## src/rtl/gsbc_pkg.sv

```systemverilog
// ---------------------------------------------------------------------------
// gsbc_pkg
// Shared widths, codes, reset values and control types of the gyro static
// bias calibrator.
// ---------------------------------------------------------------------------
package gsbc_pkg;

    // default parameter values
    localparam int WINDOW_LIMIT_DEF = 1023;
    localparam int SAMPLE_BITS_DEF  = 16;

    // fixed field widths
    localparam int CNT_W      = 10;
    localparam int LIMIT_W    = 30;
    localparam int OLD_W      = 24;
    localparam int BIAS_W     = 25;
    localparam int VAR_W      = 31;
    localparam int OUTC_W     = 2;
    localparam int CFG_IDX_W  = 3;
    localparam int CFG_DATA_W = 32;
    localparam int DEN_W      = 2 * CNT_W + 2;

    // outcome codes
    localparam logic [OUTC_W-1:0] OUTC_STILL  = 2'd0;
    localparam logic [OUTC_W-1:0] OUTC_MOVING = 2'd1;
    localparam logic [OUTC_W-1:0] OUTC_FEW    = 2'd2;

    // configuration register indexes
    localparam logic [CFG_IDX_W-1:0] REG_WINDOW = 3'd0;
    localparam logic [CFG_IDX_W-1:0] REG_MIN    = 3'd1;
    localparam logic [CFG_IDX_W-1:0] REG_LIMIT  = 3'd2;
    localparam logic [CFG_IDX_W-1:0] REG_OLD_X  = 3'd3;
    localparam logic [CFG_IDX_W-1:0] REG_OLD_Y  = 3'd4;
    localparam logic [CFG_IDX_W-1:0] REG_OLD_Z  = 3'd5;

    // configuration reset values
    localparam logic [CNT_W-1:0]   WINDOW_RST = 10'd520;
    localparam logic [CNT_W-1:0]   MIN_RST    = 10'd200;
    localparam logic [LIMIT_W-1:0] LIMIT_RST  = 30'd9646;

    // sequencer states
    typedef enum logic [2:0] {
        ST_ACCUM,
        ST_DRAIN,
        ST_MUL,
        ST_SUB,
        ST_SUM,
        ST_DIV,
        ST_DONE
    } state_t;

    // strobes from the sequencer to the lanes and the merge stage
    typedef struct packed {
        logic smp_load;
        logic clear;
        logic mul;
        logic sub;
        logic div_init;
        logic div_step;
    } lane_ctl_t;

endpackage

```

## src/rtl/gsbc_lane.sv

```systemverilog
// ---------------------------------------------------------------------------
// gsbc_lane
// One axis lane: registers and squares a mapped sample, accumulates sum and
// sum of squares, forms n*Q - S^2 and divides 256*|S| by n for the bias.
// ---------------------------------------------------------------------------
module gsbc_lane
    import gsbc_pkg::*;
#(
    parameter int SAMPLE_BITS = SAMPLE_BITS_DEF
)
(
    input  logic                          clk,
    input  logic                          rst_n,
    input  lane_ctl_t                     ctl,
    input  logic signed [SAMPLE_BITS:0]   smp,
    input  logic        [CNT_W-1:0]       n,
    output logic signed [BIAS_W-1:0]      bias,
    output logic [2*SAMPLE_BITS+17:0]     d
);

    localparam int SQ_W   = 2 * SAMPLE_BITS;
    localparam int SQW    = 2 * SAMPLE_BITS + 9;
    localparam int SUMW   = SAMPLE_BITS + 11;
    localparam int SMW    = SAMPLE_BITS + 10;
    localparam int NQW    = SQW + CNT_W;
    localparam int S2W    = 2 * SMW;
    localparam int DW     = 2 * SAMPLE_BITS + 18;
    localparam int NUMW   = DW + 2;

    logic signed [SAMPLE_BITS:0] smp_reg;
    logic [SQ_W-1:0]             sq_reg;
    logic                        smp_vld_reg;
    logic signed [SUMW-1:0]      sum_reg;
    logic [SQW-1:0]              sqsum_reg;
    logic [NQW-1:0]              nq_reg;
    logic [S2W-1:0]              s2_reg;
    logic [DW-1:0]               d_reg;
    logic [NUMW-1:0]             dq_reg;
    logic [CNT_W-1:0]            rem_reg;

    logic [SAMPLE_BITS:0]        smp_abs;
    logic [SAMPLE_BITS-1:0]      smp_mag;
    logic [SUMW-1:0]             sum_abs;
    logic [SMW-1:0]              sum_mag;
    logic [S2W-1:0]              diff;
    logic [CNT_W:0]              trial;
    logic                        ge;
    logic [BIAS_W-1:0]           q_low;

    // magnitude of the incoming sample and of the running sum
    assign smp_abs = smp[SAMPLE_BITS] ? -smp : smp;
    assign smp_mag = smp_abs[SAMPLE_BITS-1:0];
    assign sum_abs = sum_reg[SUMW-1] ? -sum_reg : sum_reg;
    assign sum_mag = sum_abs[SMW-1:0];

    // register the sample and its square
    always_ff @(posedge clk)
    begin
        if (ctl.smp_load)
        begin
            smp_reg <= smp;
            sq_reg  <= smp_mag * smp_mag;
        end
    end

    // accumulate the registered sample, clear at window end
    always_ff @(posedge clk or negedge rst_n)
    begin
        if (!rst_n)
        begin
            smp_vld_reg <= 1'b0;
            sum_reg     <= '0;
            sqsum_reg   <= '0;
        end
        else
        begin
            smp_vld_reg <= ctl.smp_load;
            if (ctl.clear)
            begin
                sum_reg   <= '0;
                sqsum_reg <= '0;
            end
            else if (smp_vld_reg)
            begin
                sum_reg   <= sum_reg + SUMW'(smp_reg);
                sqsum_reg <= sqsum_reg + SQW'(sq_reg);
            end
        end
    end

    // form n*Q - S^2; the true value always fits DW bits
    assign diff = S2W'(nq_reg) - s2_reg;

    always_ff @(posedge clk)
    begin
        if (ctl.mul)
        begin
            nq_reg <= n * sqsum_reg;
            s2_reg <= sum_mag * sum_mag;
        end
        if (ctl.sub)
            d_reg <= diff[DW-1:0];
    end

    // restoring division of 256*|S| by n, one quotient bit per step
    assign trial = {rem_reg, dq_reg[NUMW-1]};
    assign ge    = (trial >= {1'b0, n});

    always_ff @(posedge clk)
    begin
        if (ctl.div_init)
        begin
            dq_reg  <= NUMW'({sum_mag, 8'b0});
            rem_reg <= '0;
        end
        else if (ctl.div_step)
        begin
            dq_reg  <= {dq_reg[NUMW-2:0], ge};
            rem_reg <= ge ? CNT_W'(trial - {1'b0, n}) : trial[CNT_W-1:0];
        end
    end

    // restore the sign, truncating toward zero
    assign q_low = dq_reg[BIAS_W-1:0];
    assign bias  = sum_reg[SUMW-1] ? -$signed(q_low) : $signed(q_low);
    assign d     = d_reg;

endmodule

```

## config.mk

```make
export PLATFORM = sky130hd
export DESIGN_NAME = gsbc_lane
export DESIGN_NICKNAME = d
export VERILOG_FILES = /design/src/rtl/gsbc_pkg.sv /design/src/rtl/gsbc_lane.sv
export SDC_FILE = /design/constraint.sdc
export NUM_CORES = 2
export LEC_CHECK = 0
export BUFFER_PORTS_ARGS = -buffer_cell sky130_fd_sc_hd__buf_2
export CAP_MARGIN = 0
export CORE_MARGIN = 1.5
export CORE_UTILIZATION = 55
export DETAILED_ROUTE_END_ITERATION = 10
export PLACE_DENSITY = 0.79
export SYNTH_ARGS = -nofsm -noshare
export SYNTH_HDL_FRONTEND = slang
export SYNTH_SLANG_ARGS = --single-unit
```

## constraint.sdc

```tcl
create_clock -name clk -period 26.7 [get_ports clk]
set_input_delay 2.67 -clock clk [delete_from_list [all_inputs] [get_ports clk]]
set_output_delay 2.67 -clock clk [all_outputs]
set_load 0.02 [all_outputs]
```

==> flow_summary_export.csv <==
group,metric,value,unit
critical_path,endpoint_kind,"flip-flop",
route,via_per_inst,5.62,
critical_path,critPathMaxStageDelay,890,ps
route,avgRoutedWirePerCell,19.2,µm
floorplanning,die_height,324,µm
critical_path,crit_buf_inv,11,
floorplanning,die_area,105000,µm²
critical_path,worst_path_most_repeated_cell,"inv_1",
timing,clock_skew,36.1,ps
route,wirelength,143000,µm
timing,finalCritPeriodShare,0.419,
critical_path,timing.rr.end,"s2_reg[49]$_DFFE_PP_",
clock_tree,cts_hold_repair.buffers,0,
critical_path,arrival,11510,ps
synthesis,syn_avg_cell_area,9.32,µm²
cells_and_area,drive_gt1_frac,0.0470,
status,outcome,"finished clean",
timing,fin_setup_tns,0,ps
route,vias,41800,
clock_tree,ctsResizeCount,0,
timing,rsz0062_at_grt,"false",
critical_path,r2r-start,"sum_reg[0]$_DFFE_PN0P_",
min_path,min_path_cells,2,
cells_and_area,largest_register_ffs,52,
timing,timing.final.ws_setup,15500,ps
route,drt_first_pass_iters,6,
timing,worst_slew_pin_slew,1230,ps
synthesis,ys_top_cells_by_count,"inv_1, fa_1, nand2_1",
timing,layout_min_cycle_time,11200,ps
critical_path,cp_max_fo,18,
synthesis,netlist_instances,6065,
placement,portBuffers,109,
synthesis,synth.top_cells.by_area,"fa_1, edfxtp_1, ha_1",
clock_tree,cts_tree,"yes",
timing,finalSetupViolCount,0,
route,ant_nets,0,
global_route,antenna_found_initial,4,
clock_tree,cts.clk_slew.worst_paths,60,ps
route,drtIter0Drc,3094,
synthesis,async_reset_ff_frac,0.211,
global_route,grt_pass1_vias,43200,
min_path,hp-class,"reg -> reg",
timing,final_max_slew_viol_count,0,
flow_run,maxCapViolCount,0,
synthesis,ys_types,95,
clock_tree,numClockSinks,327,
clock_tree,h-tree-depth,2,
synthesis,yosysMostFrequentCell,"inv_1",
synthesis,syn_area,56500,µm²
min_path,min_from,"dq_reg[40]$_SDFFE_PP0P_",
global_route,track_usage,0.279,
synthesis,synth_top_cell_by_area,"fa_1",
route,remaining_drc_errors,0,
placement,routabilityCongestion,0.982,
global_route,grt_max_degree,85,
synthesis,seq_area_frac_synth,0.161,
cells_and_area,instances_no_fill,7433,
floorplanning,rows,117,
clock_tree,insertion_delay,580,ps
cells_and_area,area_growth,5.40,%
synthesis,synth_enable_flop_cells,222,
global_route,grt_pass1_wl,230000,µm
placement,place_ws,15130,ps
critical_path,crit_required,27020,ps
critical_path,critPathTopFamily,"adder cells",
critical_path,critPathKind,"reg -> reg",
synthesis,synth_top_area_share,0.350,
global_route,grt_overflow,0,
synthesis,postSynth.topFlopCell,"edfxtp_1",
synthesis,synth_nets,7566,
floorplanning,fp.coreArea,102000,µm²
timing,maxSlewHeadroom,0.179,
clock_tree,clockRootBuffer,"clkbuf_16",
cells_and_area,layout.nets,7535,
critical_path,r2r_slack,15500,ps
synthesis,synth_seq_cells,327,
floorplanning,ioPinCount,110,
synthesis,ys_warn_count,0,
clock_tree,post_cts_buffers,0,
placement,dp_hpwl,114000,µm
floorplanning,die-width,324,µm
critical_path,cpMaxStageDelayCell,"xor2_2",
placement,dp_cells,7363,
timing,fmax,0.0893,GHz
cells_and_area,fillers,8633,
critical_path,start_kind,"flip-flop",
clock_tree,numCtsBuffers,37,
min_path,hold_end,"dq_reg[40]$_SDFFE_PP0P_",
clock_tree,clockBufferDepth,3,
floorplanning,start_util,0.555,
critical_path,r2r_cells,37,
timing,hold_viol_final,0,
## tightest hold or removal path, stage by stage (launching register included)
cell	delay [ps]
dfxtp_1	330
mux2i_1	70
nor2_1	70
## per-layer routing
layer	up-vias	routed length [µm]	global-route usage
met4	4	3870	0.0751
met3	276	13800	0.0562
met1	20700	60000	0.389
met5	-	25	0
li1	18900	-	-
met2	1906	65100	0.447
## cell usage in the layout (no fill, tap or decap), types with 26 or more instances in the layout
cell type and n:
a211oi_1 32, a21o_1 141, a21oi_1 214, a22o_1 28, a31oi_1 26, and2_1 188, buf_2 107, buf_4 51
clkbuf_16 38, dfrtp_1 68, dfxtp_1 36, edfxtp_1 222, fa_1 988, ha_1 478, inv_1 1297, mux2i_1 74
nand2_1 607, nand2b_1 45, nand3_1 60, nand4_1 33, nor2_1 457, nor2b_1 31, nor3_1 42, o21a_1 29
o21ai_0 133, o21bai_1 26, xnor2_1 195, xor2_1 91
## logic make-up (layout without fill, tap and decap cells)
logic type | Yosys count | count (layout) | share of synthesized area
flip-flops | 327 | 327 | 0.161
multiplexers | 81 | 81 | 0.0145
AND/OR/NAND/NOR | 1566 | 1566 | 0.126
buffers and inverters | 1540 | 1538 | 0.103
XOR/XNOR | 300 | 300 | 0.0471
adder cells (fa/ha/maj) | 1466 | 1466 | 0.456
other | 0 | 2 | 0
AO/OA/AOI/OAI | 785 | 785 | 0.0926
## cell type report
class	count	area, µm²	share of cell area
multi-input cells	4198	41700	0.700
clock inverters	23	240	0.00403
inverters	1312	4920	0.0826
clock buffers	45	977	0.0164
well taps	1368	1710	0.0287
flip-flops and latches	327	9110	0.153
repair buffers	158	918	0.0154
diodes	2	5.00	0.0000840
## worst max-delay path by stage
| stage | from | end | slack [ps] | cells past startpoint |
|---|---|---|---|---|
| global route | sum_reg[0]$_DFFE_PN0P_ | s2_reg[49]$_DFFE_PP_ | 14870 | 35 |
| floorplan | smp[0] | sq_reg[30]$_DFFE_PP_ | 16210 | 31 |
| CTS | sum_reg[0]$_DFFE_PN0P_ | s2_reg[49]$_DFFE_PP_ | 15680 | 37 |
| finish | sum_reg[0]$_DFFE_PN0P_ | s2_reg[49]$_DFFE_PP_ | 15500 | 37 |
| global placement | smp[0] | sq_reg[30]$_DFFE_PP_ | 15500 | 30 |
| detailed placement | smp[0] | sq_reg[30]$_DFFE_PP_ | 15130 | 30 |
## per-stage QoR
step           utilization  instance area [µm²]  hold WS (ps)
5_1_grt              0.585                59600           517
2_1_floorplan            -                56500           442
6_report             0.585                59600           501
4_1_cts              0.585                59600           501
3_5_place_dp         0.573                58400           484
3_3_place_gp         0.573                58400           459
Power is not shown: default switching activity piles up to over one toggle a cycle in this logic, so the estimate is an artifact.
