### config.mk
export PLATFORM = sky130hd
export DESIGN_NAME = gsbc_merge
export DESIGN_NICKNAME = d
export VERILOG_FILES = /design/src/rtl/gsbc_pkg.sv /design/src/rtl/gsbc_merge.sv
export SDC_FILE = /design/constraint.sdc
export NUM_CORES = 1
export LEC_CHECK = 0
export ABC_AREA = 1
export BUFFER_PORTS_ARGS = -buffer_cell sky130_fd_sc_hd__buf_2
export CAP_MARGIN = 20
export CORE_ASPECT_RATIO = 0.6
export CORE_UTILIZATION = 30
export CTS_CLUSTER_DIAMETER = 100
export DETAILED_ROUTE_END_ITERATION = 8
export GPL_ROUTABILITY_DRIVEN = 0
export PLACE_DENSITY_LB_ADDON = 0.25
export RECOVER_POWER = 100
export SLEW_MARGIN = 20
export SYNTH_ARGS = -nofsm -noshare
export SYNTH_HDL_FRONTEND = slang
export SYNTH_SLANG_ARGS = --single-unit
### constraint.sdc
create_clock -name clk -period 4.95 [get_ports clk]
set_input_delay 0.7425 -clock clk [delete_from_list [all_inputs] [get_ports clk]]
set_output_delay 0.7425 -clock clk [all_outputs]
set_load 0.05 [all_outputs]
### src/rtl/gsbc_pkg.sv
// ---------------------------------------------------------------------------
// gsbc_pkg
// Shared widths, codes, reset values and control types of the gyro static
// bias calibrator.
// ---------------------------------------------------------------------------
package gsbc_pkg;

    // default parameter values
    localparam int WINDOW_LIMIT_DEF = 1023;
    localparam int SAMPLE_BITS_DEF  = 16;

    // fixed field widths
    localparam int CNT_W      = 10;
    localparam int LIMIT_W    = 30;
    localparam int OLD_W      = 24;
    localparam int BIAS_W     = 25;
    localparam int VAR_W      = 31;
    localparam int OUTC_W     = 2;
    localparam int CFG_IDX_W  = 3;
    localparam int CFG_DATA_W = 32;
    localparam int DEN_W      = 2 * CNT_W + 2;

    // outcome codes
    localparam logic [OUTC_W-1:0] OUTC_STILL  = 2'd0;
    localparam logic [OUTC_W-1:0] OUTC_MOVING = 2'd1;
    localparam logic [OUTC_W-1:0] OUTC_FEW    = 2'd2;

    // configuration register indexes
    localparam logic [CFG_IDX_W-1:0] REG_WINDOW = 3'd0;
    localparam logic [CFG_IDX_W-1:0] REG_MIN    = 3'd1;
    localparam logic [CFG_IDX_W-1:0] REG_LIMIT  = 3'd2;
    localparam logic [CFG_IDX_W-1:0] REG_OLD_X  = 3'd3;
    localparam logic [CFG_IDX_W-1:0] REG_OLD_Y  = 3'd4;
    localparam logic [CFG_IDX_W-1:0] REG_OLD_Z  = 3'd5;

    // configuration reset values
    localparam logic [CNT_W-1:0]   WINDOW_RST = 10'd520;
    localparam logic [CNT_W-1:0]   MIN_RST    = 10'd200;
    localparam logic [LIMIT_W-1:0] LIMIT_RST  = 30'd9646;

    // sequencer states
    typedef enum logic [2:0] {
        ST_ACCUM,
        ST_DRAIN,
        ST_MUL,
        ST_SUB,
        ST_SUM,
        ST_DIV,
        ST_DONE
    } state_t;

    // strobes from the sequencer to the lanes and the merge stage
    typedef struct packed {
        logic smp_load;
        logic clear;
        logic mul;
        logic sub;
        logic div_init;
        logic div_step;
    } lane_ctl_t;

endpackage

### src/rtl/gsbc_merge.sv
// ---------------------------------------------------------------------------
// gsbc_merge
// Merge stage: sums the lane deviations, forms 3*n*n and divides to get the
// mean per-axis variance, saturated to the output width.
// ---------------------------------------------------------------------------
module gsbc_merge
    import gsbc_pkg::*;
#(
    parameter int SAMPLE_BITS = SAMPLE_BITS_DEF
)
(
    input  logic                      clk,
    input  lane_ctl_t                 ctl,
    input  logic [2*SAMPLE_BITS+17:0] d0,
    input  logic [2*SAMPLE_BITS+17:0] d1,
    input  logic [2*SAMPLE_BITS+17:0] d2,
    input  logic [CNT_W-1:0]          n,
    output logic [VAR_W-1:0]          mv
);

    localparam int DW   = 2 * SAMPLE_BITS + 18;
    localparam int NUMW = DW + 2;

    logic [2*CNT_W-1:0] nn_reg;
    logic [DEN_W-1:0]   den_reg;
    logic [NUMW-1:0]    dq_reg;
    logic [DEN_W-1:0]   rem_reg;

    logic [NUMW-1:0]    num;
    logic [DEN_W:0]     trial;
    logic               ge;

    // build the divisor 3*n*n
    always_ff @(posedge clk)
    begin
        if (ctl.mul)
            nn_reg <= n * n;
        if (ctl.sub)
            den_reg <= DEN_W'({nn_reg, 1'b0}) + DEN_W'(nn_reg);
    end

    // combine the three lanes
    assign num = NUMW'(d0) + NUMW'(d1) + NUMW'(d2);

    // restoring division, one quotient bit per step
    assign trial = {rem_reg, dq_reg[NUMW-1]};
    assign ge    = (trial >= {1'b0, den_reg});

    always_ff @(posedge clk)
    begin
        if (ctl.div_init)
        begin
            dq_reg  <= num;
            rem_reg <= '0;
        end
        else if (ctl.div_step)
        begin
            dq_reg  <= {dq_reg[NUMW-2:0], ge};
            rem_reg <= ge ? DEN_W'(trial - {1'b0, den_reg}) : trial[DEN_W-1:0];
        end
    end

    // saturate the quotient
    assign mv = (|dq_reg[NUMW-1:VAR_W]) ? {VAR_W{1'b1}} : dq_reg[VAR_W-1:0];

endmodule

==> metrics list <==
* Run status: finished, violations left
- The checks that failed: max-capacitance violations, max-slew violations.
* Via total after detailed routing: between 10000 and 15000
- The count of final max-slew check failures was 98.
- Share of Yosys cell area claimed by the top area cell type: 18.4%
- The worst register-to-register path ends at dq_reg[0].
- For the finished layout, the period the worst path requires is around 4.8 ns.
- Synthesis inferred 114 register bits.
- The startpoint identified for the worst register-to-register timing path is den_reg[8].
- WP data required: between 5 and 6 ns
- Worst setup margin: 0.132 ns
* Most frequently used flop master after synthesis: sky130_fd_sc_hd__edfxtp_1
* Post-placement setup slack: -0.283 ns
- Core Region: 0.0494 mm^2
- The routed design has 46900 um of wire.
* Die Footprint: 0.0511 mm^2
- Clock tree root buffer cell: sky130_fd_sc_hd__clkbuf_16
* Kind of path behind the tightest hold check: flop to flop
- DRC violation total after the first TritonRoute iteration: between 1000 and 1500
- Once the floorplan was initialized, standard cells occupied 30.4% of the core.
* Proportion of layout cells with a drive suffix above 1: 11.6%
- Share of synthesized area occupied by flip-flops and latches: between 20% and 30%
- Flop-to-flop setup slack: 1.09 ns
* Post-cts resize count: 0
- After global routing, the most crowded layer is met1.
- Post-detailed-placement half-perimeter wirelength: 40100 um
- The first global-routing pass estimated 72900 um of wire.
- For this run, the number of Yosys warnings is 0.
- Startpoint of the most critical hold path: nn_reg[0]
* Max Fanout on Critical Path: 4
* Number of antenna violations at the first check in global routing: 0
- The die is 175 um tall.
* Max_cap viols: 3
- Global routing finished with a remaining overflow of 0.
- Wirelength per Cell: 15.3 um
* Number of library cell types mapped by synthesis: 49
* Layout Skew: 0.00835 ns
* Fraction of met3 tracks used by global routing: 5.52%
* Num CTS Buffers: 17
- After clock tree synthesis, the clock-pin slew on the worst setup and hold paths is 0.06 ns.
- Hold buffer count at CTS: 0
* Category of the worst setup path capture point: flop
* Actual transition at the worst max-transition pin: 2.21 ns
* CTS tree: yes
* Cells after Synth: approximately 2200
- From left edge to right edge, the die measures 291 um.
- The clock passes through at most 2 buffers.
* Startpoint types: primary input
- Measured against its own limit, the worst slew margin works out to -47.7%.
- Met1 routing resource usage after global routing: 29.1%
- The number of antenna diodes in the final layout is 0.
- Via count of the first global-routing pass: 13200
- In the synthesized netlist the async set-or-reset flop fraction comes to 0%.
* Top-level port count: 198
- All-layer global routing usage: 18.4%
- Port buffering added 195 buffers.
* Biggest area contributors in the synthesized netlist: sky130_fd_sc_hd__edfxtp_1 18%, sky130_fd_sc_hd__nand2_1 18%, sky130_fd_sc_hd__fa_1 13%, sky130_fd_sc_hd__ha_1 12%, sky130_fd_sc_hd__inv_1 11%
* Power per unit of standard cell area: between 400 and 500 mW/mm^2
- The count of nets left with antenna violations once routing finished came out at 0.
- In this run, synthesis inferred 92 flip-flops with an integrated enable.
* Worst VDD drop: 0.268 mV
- For this run, global-route usage on met2 was measured as about a quarter.
- Setup violations remaining at the end of the flow were counted as 0.
* Syn nets: roughly 2600
- The analysis attributes to cell leakage a power of 0.00936 uW.
- At the later pin of the worst-skew pair, clock insertion delay measures 0.43 ns.
- Clock net sink count: 114
- Layout overhead on the synthesized area: 16.9%
* Hold worst-path end: den_reg[1]
- Based on the critical path, the design can be clocked at up to 208 MHz.
* Cell type with the highest aggregate area in the netlist: sky130_fd_sc_hd__edfxtp_1
- In this run the post-CTS setup repair buffer count came out at 0.
- DRC viols: 0
- Crit Path Class: primary input to flop
* Row Count: 63
- STA puts the critical path data arrival time at between 4 and 5 ns.
* Depth of the CTS H-tree: 4
- Share of the clock period used by the worst path: a little over nine tenths
- DR pass1 iterations: 6
- Entering global routing, the biggest net connects 55 pins.
* Area of the mapped netlist: about 0.015 mm^2
- Each instance of the synthesized netlist takes up on average 6.93 um^2.
- The final number of hold-violating endpoints came to 0.
- Cells fill 35.6% of the core in the end.
- For the worst flop-to-flop path, the logic depth is 12.
* Count of cells along the worst hold path: 0
* Largest register FFs: 52
- Vias per cell: approximately 4.7
* Count of nets after finishing: 2812
-- cells in the final DEF (no fill, tap or decap), types with 4 or more instances in the layout --
cell                          n
sky130_fd_sc_hd__o21bai_1    16
sky130_fd_sc_hd__nand2_2      7
sky130_fd_sc_hd__a21oi_1     90
sky130_fd_sc_hd__clkbuf_4     4
sky130_fd_sc_hd__nand3b_1    21
sky130_fd_sc_hd__nor2_2       5
sky130_fd_sc_hd__a21oi_2      5
sky130_fd_sc_hd__xor2_1      30
sky130_fd_sc_hd__dfxtp_1     22
sky130_fd_sc_hd__ha_1       138
sky130_fd_sc_hd__o21ai_0     74
sky130_fd_sc_hd__nand3_1    129
sky130_fd_sc_hd__edfxtp_1    92
sky130_fd_sc_hd__fa_1       100
sky130_fd_sc_hd__inv_1      423
sky130_fd_sc_hd__inv_2        7
sky130_fd_sc_hd__buf_4       48
sky130_fd_sc_hd__inv_6        7
sky130_fd_sc_hd__clkbuf_16   17
sky130_fd_sc_hd__xnor2_1     36
sky130_fd_sc_hd__or2_2        6
sky130_fd_sc_hd__a21o_1      10
sky130_fd_sc_hd__clkbuf_1    50
sky130_fd_sc_hd__nor4_1       7
sky130_fd_sc_hd__nand4_1     15
sky130_fd_sc_hd__o21ai_1      4
sky130_fd_sc_hd__nor2_4       4
sky130_fd_sc_hd__buf_2      149
sky130_fd_sc_hd__nand2_1    706
sky130_fd_sc_hd__nor3_1      18
sky130_fd_sc_hd__nor2_1     133
sky130_fd_sc_hd__clkinv_1     4
-- kinds of logic after synthesis --
| family | Yosys count | share of synthesized area (%) |
|---|---|---|
| AO/OA/AOI/OAI | 215 | 7.88 |
| adder cells (fa/ha/maj) | 239 | 24.9 |
| flip-flops | 114 | 21.3 |
| buffers and inverters | 469 | 12.1 |
| XOR/XNOR | 67 | 3.90 |
| other | 1 | 0.0249 |
| AND/OR/NAND/NOR | 1065 | 29.9 |
-- stage by stage --
stage | area (um^2) | hold slack, ns | cells | power, uW | TNS, ns
finish | 17600 | 0.423 | 3069 | 7750 | 0
global route | 17600 | 0.434 | 3069 | 8450 | -0.00895
CTS | 17700 | 0.420 | 3069 | 7700 | 0
detailed placement | 17100 | 0.406 | 3037 | 6440 | -1.67
global placement | 17100 | 0.412 | 3037 | 6380 | -1.15
floorplan | 15100 | 0.400 | 2170 | 4910 | 0
-- worst max-delay path by stage --
stage                     startpoint    endpoint  cells past startpoint
after floorplan                 n[6]  nn_reg[19]                     20
after CTS                       n[1]  nn_reg[16]                     16
final                           n[0]  nn_reg[19]                     18
after detailed placement        n[1]  nn_reg[16]                     16
after global placement          n[1]  nn_reg[17]                     17
after global routing            n[5]  nn_reg[17]                     18
-- power breakdown --
group / switching, uW / internal (uW) / total (uW)
clock network: 503 / 701 / 1200
logic: 2960 / 1900 / 4860
registers: 177 / 1510 / 1680
-- critical path: stages --
cell and delay [ns]:
sky130_fd_sc_hd__clkbuf_1 0.19, sky130_fd_sc_hd__nand2_1 0.14, sky130_fd_sc_hd__fa_1 0.53, sky130_fd_sc_hd__fa_1 0.54
sky130_fd_sc_hd__inv_1 0.05, sky130_fd_sc_hd__fa_1 0.50, sky130_fd_sc_hd__fa_1 0.54, sky130_fd_sc_hd__inv_1 0.05
sky130_fd_sc_hd__fa_1 0.40, sky130_fd_sc_hd__inv_1 0.06, sky130_fd_sc_hd__ha_1 0.28, sky130_fd_sc_hd__a21oi_1 0.22
sky130_fd_sc_hd__o21ai_1 0.14, sky130_fd_sc_hd__a21oi_2 0.22, sky130_fd_sc_hd__o21ai_4 0.11, sky130_fd_sc_hd__nand2_1 0.07
sky130_fd_sc_hd__nand2_1 0.06, sky130_fd_sc_hd__xor2_1 0.13
-- cell usage after synthesis (4+ instances only) --
master / n
sky130_fd_sc_hd__nand3b_1: 21
sky130_fd_sc_hd__nor2_4: 4
sky130_fd_sc_hd__o21bai_1: 16
sky130_fd_sc_hd__buf_6: 4
sky130_fd_sc_hd__nand4_1: 15
sky130_fd_sc_hd__nand3_2: 8
sky130_fd_sc_hd__dfxtp_1: 22
sky130_fd_sc_hd__ha_1: 139
sky130_fd_sc_hd__edfxtp_1: 92
sky130_fd_sc_hd__nand3_1: 124
sky130_fd_sc_hd__or2_2: 6
sky130_fd_sc_hd__inv_1: 423
sky130_fd_sc_hd__nand2_1: 707
sky130_fd_sc_hd__inv_2: 8
sky130_fd_sc_hd__clkbuf_1: 26
sky130_fd_sc_hd__nor2_1: 136
sky130_fd_sc_hd__nor3_1: 18
sky130_fd_sc_hd__fa_1: 100
sky130_fd_sc_hd__xor2_1: 31
sky130_fd_sc_hd__nand2_2: 6
sky130_fd_sc_hd__xnor2_1: 36
sky130_fd_sc_hd__nor4_1: 7
sky130_fd_sc_hd__o21ai_0: 60
sky130_fd_sc_hd__o21ai_1: 19
sky130_fd_sc_hd__a21oi_1: 93
sky130_fd_sc_hd__a21o_1: 10
-- final cells by class --
type,instances,area [um^2]
clock buffers,17,425
well taps,650,813
flip-flops and latches,114,3200
fillers,5316,31800
repair buffers,252,1330
multi-input cells,1587,10000
inverters,434,1630
clock inverters,15,145
-- metal layers --
metal,share of wire [%],up-vias
met1,53,6666
met5,0,-
met2,37,470
met4,0.72,0
li1,-,7250
met3,9.6,18
No activity file was read; power rests on OpenSTA's default activity.
