$ cat src/rtl/gsbc_pkg.sv
// ---------------------------------------------------------------------------
// gsbc_pkg
// Shared widths, codes, reset values and control types of the gyro static
// bias calibrator.
// ---------------------------------------------------------------------------
package gsbc_pkg;

    // default parameter values
    localparam int WINDOW_LIMIT_DEF = 1023;
    localparam int SAMPLE_BITS_DEF  = 16;

    // fixed field widths
    localparam int CNT_W      = 10;
    localparam int LIMIT_W    = 30;
    localparam int OLD_W      = 24;
    localparam int BIAS_W     = 25;
    localparam int VAR_W      = 31;
    localparam int OUTC_W     = 2;
    localparam int CFG_IDX_W  = 3;
    localparam int CFG_DATA_W = 32;
    localparam int DEN_W      = 2 * CNT_W + 2;

    // outcome codes
    localparam logic [OUTC_W-1:0] OUTC_STILL  = 2'd0;
    localparam logic [OUTC_W-1:0] OUTC_MOVING = 2'd1;
    localparam logic [OUTC_W-1:0] OUTC_FEW    = 2'd2;

    // configuration register indexes
    localparam logic [CFG_IDX_W-1:0] REG_WINDOW = 3'd0;
    localparam logic [CFG_IDX_W-1:0] REG_MIN    = 3'd1;
    localparam logic [CFG_IDX_W-1:0] REG_LIMIT  = 3'd2;
    localparam logic [CFG_IDX_W-1:0] REG_OLD_X  = 3'd3;
    localparam logic [CFG_IDX_W-1:0] REG_OLD_Y  = 3'd4;
    localparam logic [CFG_IDX_W-1:0] REG_OLD_Z  = 3'd5;

    // configuration reset values
    localparam logic [CNT_W-1:0]   WINDOW_RST = 10'd520;
    localparam logic [CNT_W-1:0]   MIN_RST    = 10'd200;
    localparam logic [LIMIT_W-1:0] LIMIT_RST  = 30'd9646;

    // sequencer states
    typedef enum logic [2:0] {
        ST_ACCUM,
        ST_DRAIN,
        ST_MUL,
        ST_SUB,
        ST_SUM,
        ST_DIV,
        ST_DONE
    } state_t;

    // strobes from the sequencer to the lanes and the merge stage
    typedef struct packed {
        logic smp_load;
        logic clear;
        logic mul;
        logic sub;
        logic div_init;
        logic div_step;
    } lane_ctl_t;

endpackage

$ cat src/rtl/gsbc_ctrl.sv
// ---------------------------------------------------------------------------
// gsbc_ctrl
// Sequencer: counts attempts and accepted samples, closes the window and
// steps the lanes and merge stage through the end-of-window arithmetic.
// ---------------------------------------------------------------------------
module gsbc_ctrl
    import gsbc_pkg::*;
#(
    parameter int WINDOW_LIMIT = WINDOW_LIMIT_DEF,
    parameter int SAMPLE_BITS  = SAMPLE_BITS_DEF
)
(
    input  logic             clk,
    input  logic             rst_n,
    input  logic             in_valid,
    output logic             in_ready,
    input  logic             read_ok,
    input  logic [CNT_W-1:0] window_cfg,
    input  logic             out_free,
    output lane_ctl_t        ctl,
    output logic [CNT_W-1:0] n
);

    localparam int NUMW    = 2 * SAMPLE_BITS + 20;
    localparam int DIV_CW  = $clog2(NUMW);
    localparam int WIN_CAP = (WINDOW_LIMIT < 1023) ? WINDOW_LIMIT : 1023;
    localparam logic [CNT_W-1:0]  WIN_CAP_V = CNT_W'(WIN_CAP);
    localparam logic [DIV_CW-1:0] DIV_LAST  = DIV_CW'(NUMW - 1);

    state_t             state_reg, state_next;
    logic [CNT_W-1:0]   att_reg;
    logic [CNT_W-1:0]   n_reg;
    logic [DIV_CW-1:0]  cnt_reg;

    logic [CNT_W-1:0]   win;
    logic               accept;
    logic               close;

    // clamp the window length
    always_comb
    begin
        if (window_cfg == '0)
            win = CNT_W'(1);
        else if (window_cfg > WIN_CAP_V)
            win = WIN_CAP_V;
        else
            win = window_cfg;
    end

    assign accept = in_valid && in_ready;
    assign close  = accept && (({1'b0, att_reg} + 1'b1) >= {1'b0, win});

    // next state
    always_comb
    begin
        state_next = state_reg;
        case (state_reg)
            ST_ACCUM: if (close) state_next = ST_DRAIN;
            ST_DRAIN: state_next = ST_MUL;
            ST_MUL:   state_next = ST_SUB;
            ST_SUB:   state_next = ST_SUM;
            ST_SUM:   state_next = ST_DIV;
            ST_DIV:   if (cnt_reg == DIV_LAST) state_next = ST_DONE;
            ST_DONE:  if (out_free) state_next = ST_ACCUM;
            default:  state_next = ST_ACCUM;
        endcase
    end

    // outputs
    always_comb
    begin
        in_ready     = 1'b0;
        ctl          = '0;
        case (state_reg)
            ST_ACCUM:
            begin
                in_ready     = 1'b1;
                ctl.smp_load = in_valid && read_ok;
            end
            ST_MUL:  ctl.mul      = 1'b1;
            ST_SUB:  ctl.sub      = 1'b1;
            ST_SUM:  ctl.div_init = 1'b1;
            ST_DIV:  ctl.div_step = 1'b1;
            ST_DONE: ctl.clear    = out_free;
            default: ctl          = '0;
        endcase
    end

    // hold state and counters
    always_ff @(posedge clk or negedge rst_n)
    begin
        if (!rst_n)
        begin
            state_reg <= ST_ACCUM;
            att_reg   <= '0;
            n_reg     <= '0;
            cnt_reg   <= '0;
        end
        else
        begin
            state_reg <= state_next;
            if (ctl.clear)
            begin
                att_reg <= '0;
                n_reg   <= '0;
            end
            else
            begin
                if (accept)
                    att_reg <= att_reg + 1'b1;
                if (ctl.smp_load)
                    n_reg <= n_reg + 1'b1;
            end
            if (ctl.div_step)
                cnt_reg <= cnt_reg + 1'b1;
            else
                cnt_reg <= '0;
        end
    end

    assign n = n_reg;

endmodule

$ cat config.mk
export PLATFORM = sky130hd
export DESIGN_NAME = gsbc_ctrl
export DESIGN_NICKNAME = d
export VERILOG_FILES = /design/src/rtl/gsbc_pkg.sv /design/src/rtl/gsbc_ctrl.sv
export SDC_FILE = /design/constraint.sdc
export NUM_CORES = 1
export LEC_CHECK = 0
export ABC_AREA = 1
export BUFFER_PORTS_ARGS = -buffer_cell sky130_fd_sc_hd__buf_2
export CAP_MARGIN = 20
export CORE_ASPECT_RATIO = 1.5
export CORE_MARGIN = 10
export CORE_UTILIZATION = 35
export DETAILED_ROUTE_END_ITERATION = 8
export GPL_TIMING_DRIVEN = 0
export SLEW_MARGIN = 25
export SYNTH_ARGS = -nofsm -noshare
export SYNTH_HDL_FRONTEND = slang
export SYNTH_SLANG_ARGS = --single-unit
$ cat constraint.sdc
create_clock -name clk -period 6.7 [get_ports clk]
set_input_delay 0.335 -clock clk [delete_from_list [all_inputs] [get_ports clk]]
set_output_delay 0.335 -clock clk [all_outputs]
set_load 0.005 [all_outputs]
==> impl_metrics.prom, run 1 <==
# TYPE chip_impl_metric gauge
chip_impl_metric{name="route.vias.total",unit=""} 1579
chip_impl_metric{name="initial_antenna_violation_count",unit=""} 0
chip_impl_metric{name="core",unit="um^2"} 5120
chip_impl_info{name="critical_path.endpoint_type",value="register"} 1
chip_impl_metric{name="finalNonFillerCells",unit=""} 347
chip_impl_metric{name="critPathBufInv",unit=""} 1
chip_impl_metric{name="postSynthNetCount",unit=""} 268
chip_impl_metric{name="drt_iter0_drc",unit=""} 53
chip_impl_metric{name="die_w",unit="um"} 79.1
chip_impl_metric{name="number_of_warnings_issued_by_yosys",unit=""} 0
chip_impl_metric{name="fin_nets",unit=""} 306
chip_impl_metric{name="grt_start_max_net_pins",unit=""} 30
chip_impl_metric{name="cts_repair_resize_count",unit=""} 0
chip_impl_metric{name="preCtsSetupSlack",unit="ns"} 4.14
chip_impl_metric{name="place_area",unit="um^2"} 2070
chip_impl_metric{name="fin_ws",unit="ns"} 4.16
chip_impl_metric{name="clkSinkCount",unit=""} 29
chip_impl_metric{name="drt-vias-per-instance",unit=""} 4.55
chip_impl_metric{name="crit_arrival",unit="ns"} 2.71
chip_impl_metric{name="routedWlPerCell",unit="um"} 11.4
chip_impl_metric{name="worst_clock_skew",unit="ns"} 0.00413
chip_impl_metric{name="ant_nets",unit=""} 0
chip_impl_metric{name="grt.overflow.total",unit=""} 0
chip_impl_metric{name="worst-slew-pin-transition",unit="ns"} 0.641
chip_impl_info{name="synthFlopType",value="dfrtp_1"} 1
chip_impl_info{name="critical-path-top-delay-family",value="simple AND/OR/NAND/NOR gates"} 1
chip_impl_metric{name="asr_flop_ratio_synth",unit=""} 1.00
chip_impl_metric{name="io_pins",unit=""} 32
chip_impl_info{name="path_class",value="register to register"} 1
chip_impl_metric{name="final_cell_area",unit="um^2"} 2190
chip_impl_metric{name="power_density",unit="nW/um^2"} 343
chip_impl_metric{name="insertedDiodeCount",unit=""} 0
chip_impl_metric{name="max_freq",unit="MHz"} 394
chip_impl_metric{name="critPathRequiredTime",unit="ns"} 6.87
chip_impl_info{name="ctsRootBufferMaster",value="clkbuf_8"} 1
chip_impl_metric{name="global_route_wire_length_before_repair",unit="um"} 7190
chip_impl_metric{name="drt-pass1-iter-count",unit=""} 4
chip_impl_info{name="worst_setup_path_start_kind",value="register"} 1
chip_impl_info{name="tritoncts",value="done"} 1
chip_impl_metric{name="cts-htree-levels",unit=""} 2
chip_impl_metric{name="cts_setup_buffers",unit=""} 0
chip_impl_metric{name="number_of_buffers_added_on_ports",unit=""} 31
chip_impl_metric{name="utilization",unit=""} 0.427
chip_impl_metric{name="dp_hpwl",unit="um"} 3160
chip_impl_metric{name="slew_headroom",unit=""} 0.573
chip_impl_metric{name="layout-drive-gt1-share",unit=""} 0.172
chip_impl_metric{name="totalWireLength",unit="um"} 3940
chip_impl_metric{name="syn_inst",unit=""} 240
chip_impl_metric{name="cts_buffers",unit=""} 5
chip_impl_info{name="crit_top_cell",value="nand2_1"} 1
chip_impl_metric{name="post_synth_num_cell_types",unit=""} 26
chip_impl_metric{name="insertion_delay",unit="ns"} 0.28
chip_impl_metric{name="count_of_standard_cell_rows",unit=""} 32
chip_impl_metric{name="gpl_congestion",unit=""} 0.769
chip_impl_metric{name="cts-hold-fix-buffers",unit=""} 0
chip_impl_metric{name="tns",unit="ns"} 0
chip_impl_metric{name="cts.reportedPaths.clkPinSlew",unit="ns"} 0.06
chip_impl_info{name="hold_path_class",value="primary input to async pin"} 1
chip_impl_metric{name="synth_area_per_cell",unit="um^2"} 7.63
chip_impl_metric{name="synth_seq_area_share",unit=""} 0.396
chip_impl_metric{name="timing.critical_path.fanout_max",unit=""} 5
chip_impl_metric{name="timing.final.hold_violations",unit=""} 0
chip_impl_metric{name="remaining_drc_errors",unit=""} 0
chip_impl_metric{name="power_leakage",unit="uW"} 0.00118
chip_impl_metric{name="slew_violations",unit=""} 0
chip_impl_metric{name="report.final.setup_viol",unit=""} 0
chip_impl_info{name="grt_setup_unrepaired",value="no"} 1
chip_impl_metric{name="n_fill_cell",unit=""} 557
chip_impl_info{name="crit_path_cells",value="ha_1, nand3_1, nor2_1, nand3_1, xor2_1, inv_1, ha_1, a21oi_1, nand2_1, nand2_1, nand3_1, nand2_1, nand2_1, nand3_1, nand2_1"} 1
chip_impl_metric{name="die_area",unit="um^2"} 8580
chip_impl_metric{name="clk_path_buf_depth",unit=""} 2
chip_impl_metric{name="timing.critical_path.slowest_cell_delay",unit="ns"} 0.42
chip_impl_metric{name="grtUsageTotal",unit=""} 0.102
chip_impl_metric{name="area_growth_syn_to_layout",unit="%"} 19.5
chip_impl_metric{name="final.period_utilization",unit=""} 0.379
chip_impl_metric{name="vdd_ir_drop_max",unit="mV"} 0.186
chip_impl_info{name="run_status",value="completed"} 1
chip_impl_metric{name="synth-edff-count",unit=""} 0
chip_impl_metric{name="max_cap_viol_count",unit=""} 0
chip_impl_metric{name="fin_crit",unit="ns"} 2.54
chip_impl_metric{name="numPlacedInstances",unit=""} 339
chip_impl_metric{name="chipHeight",unit="um"} 109
chip_impl_metric{name="number_of_global_route_vias_before_repair",unit=""} 1654
chip_impl_metric{name="initial_utilization",unit=""} 0.357
chip_impl_metric{name="synth.ff_latch_count",unit=""} 29
chip_impl_metric{name="synth_area",unit="um^2"} 1830
chip_impl_info{name="critical_path_slowest_stage_cell",value="dfrtp_1"} 1
==> cells by family after synthesis <==
kind of cell,count (synthesis),synth area share
buf+inv,46,0.0991
flops,29,0.396
simple gates,108,0.269
xor+xnor,8,0.0383
compound gates,36,0.108
fa+ha+maj,13,0.0889
==> Yosys cell counts, types with 5 or more instances <==
cell     count  area [um^2]
nand2_1     44          165
inv_1       42          158
dfrtp_1     29          726
nor2_1      25         93.8
nand3_1     24          120
a21oi_1     16         80.1
o21ai_0     14         70.1
ha_1        13          163
xor2_1       8         70.1
nor3_1       5         25.0
==> layout by cell type, fill, tap and decap left out, drive strengths merged, types with 6 or more instances in the layout <==
cell / synthesis / routed
nand2: 46 / 46
inv: 42 / 42
buf: 1 / 32
dfrtp: 29 / 29
nor2: 26 / 26
nand3: 25 / 25
a21oi: 16 / 16
o21ai: 14 / 14
ha: 13 / 13
clkbuf: 2 / 9
xor2: 8 / 8
nor3: 6 / 6
==> final timing paths <==
path	depth (start not counted)	to	slack, ns	startpoint
hold / removal	1	att_reg[6]	0.07	rst_n
hold reg to reg	1	cnt_reg[0]	0.47	cnt_reg[0]
max in group asynchronous	1	n[6]	6.21	rst_n
setup / recovery	15	state_reg[0]	4.16	att_reg[0]
setup reg to reg	15	state_reg[0]	4.16	att_reg[0]
min in group clk	4	state_reg[1]	0.33	out_free
==> per-stage QoR <==
stage	total power (uW)	hold slack, ns
after floorplan	473	0.0394
after global placement	568	0.408
after detailed placement	575	0.399
after CTS	765	0.0923
after global routing	823	0.123
final	750	0.0717
==> where the power goes <==
group | total (uW) | internal [uW] | switching (uW) | leakage (uW)
clock network | 186 | 121 | 65.2 | 0.0000585
logic | 289 | 120 | 169 | 0.000743
registers | 276 | 227 | 48.5 | 0.000381
==> final cells by class <==
cell class | instances | area (um^2) | share of cell area
clock inverters | 1 | 30.0 | 0.0137
flip-flops and latches | 29 | 726 | 0.332
plain buffers | 3 | 18.8 | 0.00858
multi-input cells | 165 | 923 | 0.422
well taps | 68 | 85.1 | 0.0389
repair buffers | 31 | 155 | 0.0709
clock buffers | 7 | 86.3 | 0.0395
inverters | 43 | 163 | 0.0744
==> routing by layer <==
layer / up-vias / share of wire / GRT usage
met4: 0 / 0.018 / 0.0450
met3: 9 / 0.073 / 0.0382
met1: 689 / 0.41 / 0.108
met5: - / 0 / 0
met2: 32 / 0.49 / 0.177
li1: 849 / - / -
(Power assumes the default switching activity.)
==> inputs of run 2 (changes only) <==
==> constraint.sdc (replaced) <==
create_clock -name clk -period 2.65 [get_ports clk]
set_input_delay 0.1325 -clock clk [delete_from_list [all_inputs] [get_ports clk]]
set_output_delay 0.1325 -clock clk [all_outputs]
set_load 0.005 [all_outputs]
==> run 2 against run 1 <==
  * Total power grew to 2.6 times the previous value
  * Cell count up 1.4%
  * Worst hold slack improved by 0.058 ns
  * Cell area grew 2.9%
  * Critical path depth increased by 1
  * Core utilization grew 1.2 points
  * Critical endpoint unchanged
  * Highest routed layer unchanged
==> impl_metrics.prom, run 2 (synthesis results as in run 1) <==
# TYPE chip_impl_metric gauge
chip_impl_info{name="run_status",value="completed"} 1
chip_impl_metric{name="clk_path_buf_depth",unit=""} 2
chip_impl_metric{name="gpl_congestion",unit=""} 0.769
chip_impl_metric{name="timing.final.hold_violations",unit=""} 0
chip_impl_metric{name="grt.overflow.total",unit=""} 0
chip_impl_info{name="worst_setup_path_start_kind",value="register"} 1
chip_impl_metric{name="fin_crit",unit="ns"} 2.41
chip_impl_metric{name="report.final.setup_viol",unit=""} 0
chip_impl_metric{name="cts-htree-levels",unit=""} 2
chip_impl_metric{name="insertion_delay",unit="ns"} 0.28
chip_impl_metric{name="cts_buffers",unit=""} 5
chip_impl_info{name="critical_path_slowest_stage_cell",value="dfrtp_1"} 1
chip_impl_metric{name="initial_antenna_violation_count",unit=""} 0
chip_impl_metric{name="fin_nets",unit=""} 311
chip_impl_metric{name="max_cap_viol_count",unit=""} 0
chip_impl_info{name="tritoncts",value="done"} 1
chip_impl_metric{name="power_leakage",unit="uW"} 0.00121
chip_impl_metric{name="initial_utilization",unit=""} 0.357
chip_impl_metric{name="io_pins",unit=""} 32
chip_impl_metric{name="route.vias.total",unit=""} 1614
chip_impl_metric{name="utilization",unit=""} 0.439
chip_impl_metric{name="worst-slew-pin-transition",unit="ns"} 0.645
chip_impl_metric{name="final.period_utilization",unit=""} 0.910
chip_impl_metric{name="chipHeight",unit="um"} 109
chip_impl_info{name="ctsRootBufferMaster",value="clkbuf_8"} 1
chip_impl_metric{name="drt_iter0_drc",unit=""} 53
chip_impl_metric{name="number_of_buffers_added_on_ports",unit=""} 31
chip_impl_metric{name="grt_start_max_net_pins",unit=""} 30
chip_impl_metric{name="routedWlPerCell",unit="um"} 11.5
chip_impl_metric{name="dp_hpwl",unit="um"} 3160
chip_impl_metric{name="grtUsageTotal",unit=""} 0.103
chip_impl_metric{name="timing.critical_path.fanout_max",unit=""} 5
chip_impl_metric{name="slew_violations",unit=""} 0
chip_impl_metric{name="clkSinkCount",unit=""} 29
chip_impl_info{name="critical-path-top-delay-family",value="simple AND/OR/NAND/NOR gates"} 1
chip_impl_metric{name="critPathRequiredTime",unit="ns"} 2.82
chip_impl_info{name="layout_commonest_cell",value="nand2_1"} 1
chip_impl_metric{name="tns",unit="ns"} 0
chip_impl_metric{name="cts.reportedPaths.clkPinSlew",unit="ns"} 0.06
chip_impl_info{name="crit_path_cells",value="ha_1, nand3_2, nor2_4, xor2_1, inv_1, ha_1, nand2_1, inv_1, a21oi_1, nand2_1, nand2_1, nand3_1, nand2_1, nand2_1, nand3_1, nand2_1"} 1
chip_impl_metric{name="drt-vias-per-instance",unit=""} 4.59
chip_impl_info{name="path_class",value="register to register"} 1
chip_impl_metric{name="die_w",unit="um"} 79.1
chip_impl_metric{name="vdd_ir_drop_max",unit="mV"} 0.468
chip_impl_metric{name="drt-pass1-iter-count",unit=""} 4
chip_impl_metric{name="insertedDiodeCount",unit=""} 0
chip_impl_metric{name="ant_nets",unit=""} 0
chip_impl_metric{name="layout-drive-gt1-share",unit=""} 0.197
chip_impl_metric{name="critPathBufInv",unit=""} 2
chip_impl_metric{name="totalWireLength",unit="um"} 4030
chip_impl_metric{name="area_of_the_multi_input_gates",unit="um^2"} 946
chip_impl_metric{name="core",unit="um^2"} 5120
chip_impl_info{name="crit_top_cell",value="nand2_1"} 1
chip_impl_metric{name="n_fill_cell",unit=""} 553
chip_impl_metric{name="seq_area",unit="um^2"} 726
chip_impl_metric{name="remaining_drc_errors",unit=""} 0
chip_impl_metric{name="die_area",unit="um^2"} 8580
chip_impl_metric{name="max_freq",unit="MHz"} 415
chip_impl_info{name="final_cell_mix",value="nand2_1, inv_1, buf_2"} 1
chip_impl_metric{name="slew_headroom",unit=""} 0.570
chip_impl_metric{name="worst_clock_skew",unit="ns"} 0.00432
chip_impl_info{name="hold_path_class",value="primary input to register"} 1
chip_impl_metric{name="number_of_global_route_vias_before_repair",unit=""} 1667
chip_impl_metric{name="timing.critical_path.slowest_cell_delay",unit="ns"} 0.42
chip_impl_metric{name="area_growth_syn_to_layout",unit="%"} 22.9
chip_impl_metric{name="power_density",unit="nW/um^2"} 861
chip_impl_metric{name="count_of_standard_cell_rows",unit=""} 32
chip_impl_metric{name="crit_arrival",unit="ns"} 2.58
chip_impl_info{name="critical_path.endpoint_type",value="register"} 1
chip_impl_metric{name="global_route_wire_length_before_repair",unit="um"} 7220
## run 2: cell types whose count changed in the layout (fill, tap and decap cells not counted), sizes merged
cell         change
buf              +4
dlygate4sd3      +1
## run 2: final cells by class
type | instances | share of cell area
Clock buffer | 7 | 0.0384
Clock inverter | 1 | 0.0133
Timing Repair Buffer | 36 | 0.0868
Tap cell | 68 | 0.0378
Multi-Input combinational cell | 165 | 0.420
Inverter | 43 | 0.0723
Sequential cell | 29 | 0.323
Buffer | 3 | 0.00834
## run 2: metal layers
metal | global-route usage | part of all wire | up-vias
met4 | 0.0450 | 0.017 | 0
met2 | 0.178 | 0.50 | 32
met1 | 0.107 | 0.41 | 716
met5 | 0 | 0 | -
met3 | 0.0382 | 0.072 | 9
li1 | - | - | 857
## run 2: repair_timing
| action | in CTS | in global routing |
|---|---|---|
| buffers inserted | 0 | 4 |
| hold buffers | 1 | 0 |
| endpoints found under the hold margin | 29 | 0 |
| setup endpoints to repair | 0 | 3 |
| resized for setup | 0 | 5 |
## run 2: tightest hold or removal path, stage by stage
cell	delay (ns)
buf_2	0.09
nor3_1	0.06
inv_1	0.05
nand2_1	0.05
## run 2: final timing paths
check | start | endpoint | slack [ns] | depth (start not counted)
max | att_reg[0] | state_reg[0] | 0.24 | 16
min | out_free | state_reg[1] | 0.13 | 4
max reg2reg | att_reg[0] | state_reg[0] | 0.24 | 16
min reg2reg | cnt_reg[0] | cnt_reg[0] | 0.47 | 1
max in group asynchronous | rst_n | n[6] | 1.82 | 2
min in group asynchronous | rst_n | att_reg[6] | 0.41 | 2
## run 2: per-stage QoR
stage                     power (uW)  setup WS, ns  instance area (um^2)  hold WS, ns  std cells
after floorplan                 1200         0.486                  1830       -0.163        240
after global placement          1440         0.104                  2070        0.206        339
after detailed placement        1450        0.0927                  2070        0.196        339
after CTS                       1940        0.0758                  2200        0.125        348
after global routing            2120       -0.0259                  2250        0.166        352
final                           1940         0.239                  2250        0.130        352
## run 2: power by group
group          switching (uW)  internal [uW]
Combinational             439            330
Clock                     165            306
Sequential                125            574
==> inputs of run 3 (changes only) <==
==> constraint.sdc (replaced) <==
create_clock -name clk -period 2.7 [get_ports clk]
set_input_delay 0.135 -clock clk [delete_from_list [all_inputs] [get_ports clk]]
set_output_delay 0.135 -clock clk [all_outputs]
set_load 0.005 [all_outputs]
==> run 3 against run 2 <==
  * Sequential power decreased by 2%
  * Core utilization decreased by 0.59 points
  * Global-route usage unchanged
  * Worst hold slack improved by 0.0022 ns
  * Fmax decreased by 1.5%
  * Die area unchanged
  * Total power decreased by 2.8%
  * Highest routed layer unchanged
==> impl_metrics.prom, run 3 (synthesis results as in run 1) <==
# TYPE chip_impl_metric gauge
chip_impl_info{name="run_status",value="completed"} 1
chip_impl_metric{name="drt-vias-per-instance",unit=""} 4.54
chip_impl_metric{name="area_growth_syn_to_layout",unit="%"} 21.3
chip_impl_metric{name="routedWlPerCell",unit="um"} 11.3
chip_impl_metric{name="totalWireLength",unit="um"} 3970
chip_impl_info{name="path_class",value="register to register"} 1
chip_impl_metric{name="n_fill_cell",unit=""} 556
chip_impl_metric{name="initial_utilization",unit=""} 0.357
chip_impl_metric{name="crit_arrival",unit="ns"} 2.62
chip_impl_metric{name="number_of_global_route_vias_before_repair",unit=""} 1667
chip_impl_metric{name="core",unit="um^2"} 5120
chip_impl_metric{name="report.final.setup_viol",unit=""} 0
chip_impl_metric{name="cts-htree-levels",unit=""} 2
chip_impl_metric{name="slew_violations",unit=""} 0
chip_impl_metric{name="grt.overflow.total",unit=""} 0
chip_impl_metric{name="cts_buffers",unit=""} 5
chip_impl_metric{name="drt_iter0_drc",unit=""} 56
chip_impl_metric{name="finalNonFillerCells",unit=""} 350
chip_impl_metric{name="fin_nets",unit=""} 309
chip_impl_metric{name="clkSinkCount",unit=""} 29
chip_impl_metric{name="slew_headroom",unit=""} 0.568
chip_impl_info{name="worst_setup_path_start_kind",value="register"} 1
chip_impl_metric{name="utilization",unit=""} 0.433
chip_impl_metric{name="final.period_utilization",unit=""} 0.907
chip_impl_metric{name="design_power",unit="uW"} 1880
chip_impl_metric{name="clockPowerShare",unit=""} 0.245
chip_impl_metric{name="power.sequential.fraction",unit=""} 0.363
chip_impl_metric{name="area_of_the_multi_input_gates",unit="um^2"} 931
chip_impl_metric{name="initial_antenna_violation_count",unit=""} 0
chip_impl_info{name="hold_path_startpoint",value="out_free"} 1
chip_impl_metric{name="dp_hpwl",unit="um"} 3160
chip_impl_metric{name="worst_hold_depth",unit=""} 4
chip_impl_metric{name="chipHeight",unit="um"} 109
chip_impl_metric{name="ant_nets",unit=""} 0
chip_impl_metric{name="clk_path_buf_depth",unit=""} 2
chip_impl_metric{name="max_cap_viol_count",unit=""} 0
chip_impl_metric{name="max_freq",unit="MHz"} 408
chip_impl_metric{name="seq_area",unit="um^2"} 726
chip_impl_metric{name="die_w",unit="um"} 79.1
chip_impl_metric{name="worst_clock_skew",unit="ns"} 0.00430
chip_impl_metric{name="reg2reg_depth",unit=""} 16
chip_impl_metric{name="ff2ff_setup_slack",unit="ns"} 0.25
chip_impl_metric{name="power_leakage",unit="uW"} 0.00120
chip_impl_info{name="ctsRootBufferMaster",value="clkbuf_8"} 1
chip_impl_metric{name="tns",unit="ns"} 0
chip_impl_metric{name="global_route_wire_length_before_repair",unit="um"} 7220
chip_impl_info{name="final_cell_mix",value="nand2_1, inv_1, buf_2"} 1
chip_impl_metric{name="numPlacedInstances",unit=""} 339
chip_impl_metric{name="drt-pass1-iter-count",unit=""} 4
chip_impl_metric{name="layout-drive-gt1-share",unit=""} 0.181
chip_impl_info{name="critical_path.endpoint_type",value="register"} 1
chip_impl_metric{name="critPathRequiredTime",unit="ns"} 2.87
chip_impl_metric{name="vdd_ir_drop_max",unit="mV"} 0.461
chip_impl_info{name="rr_endpoint",value="state_reg[0]"} 1
chip_impl_metric{name="worst-slew-pin-transition",unit="ns"} 0.647
chip_impl_info{name="tritoncts",value="done"} 1
chip_impl_metric{name="timing.final.hold_violations",unit=""} 0
chip_impl_metric{name="route.vias.total",unit=""} 1590
chip_impl_metric{name="timing.critical_path.fanout_max",unit=""} 5
chip_impl_metric{name="insertedDiodeCount",unit=""} 0
chip_impl_metric{name="grt_start_max_net_pins",unit=""} 30
chip_impl_metric{name="die_area",unit="um^2"} 8580
chip_impl_metric{name="gpl_congestion",unit=""} 0.769
chip_impl_info{name="hold_path_class",value="primary input to register"} 1
chip_impl_metric{name="remaining_drc_errors",unit=""} 0
chip_impl_metric{name="grtUsageTotal",unit=""} 0.103
chip_impl_metric{name="insertion_delay",unit="ns"} 0.28
chip_impl_metric{name="fin_hold_ws",unit="ns"} 0.132
chip_impl_metric{name="total_switching_power",unit="uW"} 705
chip_impl_metric{name="cts.reportedPaths.clkPinSlew",unit="ns"} 0.06
chip_impl_info{name="min_delay_worst_endpoint",value="state_reg[1]"} 1
chip_impl_info{name="layout_commonest_cell",value="nand2_1"} 1
chip_impl_metric{name="count_of_standard_cell_rows",unit=""} 32
chip_impl_metric{name="fin_crit",unit="ns"} 2.45
chip_impl_metric{name="power.share.combinational",unit=""} 0.392
chip_impl_info{name="timing.rr.start",value="att_reg[0]"} 1
chip_impl_metric{name="internal_power_of_the_cells",unit="uW"} 1180
chip_impl_metric{name="netSwitchingFraction",unit=""} 0.375
chip_impl_metric{name="power_density",unit="nW/um^2"} 849
chip_impl_metric{name="number_of_buffers_added_on_ports",unit=""} 31
chip_impl_metric{name="io_pins",unit=""} 32
run 3: cell types whose count changed in the layout (fill, tap and decap cells not counted), sizes merged:
cell and change:
buf -2
run 3: how the worst max path moves through the flow:
stage	start	endpoint	slack (ns)
3_3_place_gp	att_reg[0]	state_reg[0]	0.15
2_1_floorplan	att_reg[0]	state_reg[2]	0.54
6_report	att_reg[0]	state_reg[0]	0.25
3_5_place_dp	att_reg[0]	state_reg[0]	0.14
5_1_grt	att_reg[0]	state_reg[0]	-0.01
4_1_cts	att_reg[0]	state_reg[0]	0.13
run 3: layout make-up:
type                    instances  area share
plain buffers                   3     0.00846
clock buffers                   7      0.0389
clock inverters                 1      0.0135
inverters                      43      0.0733
multi-input cells             165       0.419
flip-flops and latches         29       0.327
well taps                      68      0.0383
repair buffers                 34      0.0812
run 3: power groups by stage:
stage | clock network [uW] | registers [uW] | logic [uW]
finish | 462 | 683 | 739
global route | 493 | 702 | 867
CTS | 475 | 683 | 741
detailed placement | 0 | 689 | 737
global placement | 0 | 690 | 721
floorplan | 0 | 677 | 497
run 3: what timing repair did:
item                                    4_1_cts  5_1_grt
setup buffers                                 0        2
hold buffers                                  1        0
hold endpoints to repair                     29        0
endpoints found under the setup margin        0        3
gates resized for setup                       0        2
run 3: per-stage QoR:
stage | setup WS [ns] | instance area [um^2]
4_1_cts | 0.126 | 2200
3_5_place_dp | 0.143 | 2070
5_1_grt | -0.0104 | 2220
6_report | 0.251 | 2220
3_3_place_gp | 0.154 | 2070
2_1_floorplan | 0.536 | 1830
run 3: layer usage:
metal	wire [um]	part of all wire	vias up	global-route usage
met3	269	0.068	9	0.0382
met1	1670	0.42	698	0.107
met4	70	0.018	0	0.0450
met2	1960	0.49	28	0.178
met5	0	0	-	0
li1	-	-	855	-
run 3: critical path, cell delays in order, from the launching register on:
cell     delay, ns
dfrtp_1       0.42
ha_1          0.22
nand3_1       0.17
nor2_4        0.17
xor2_1        0.21
inv_1         0.08
ha_1          0.31
nand2_1       0.09
inv_1         0.04
a21oi_1       0.13
nand2_1       0.06
nand2_1       0.05
nand3_1       0.08
nand2_1       0.07
nand2_1       0.09
nand3_1       0.09
nand2_1       0.06
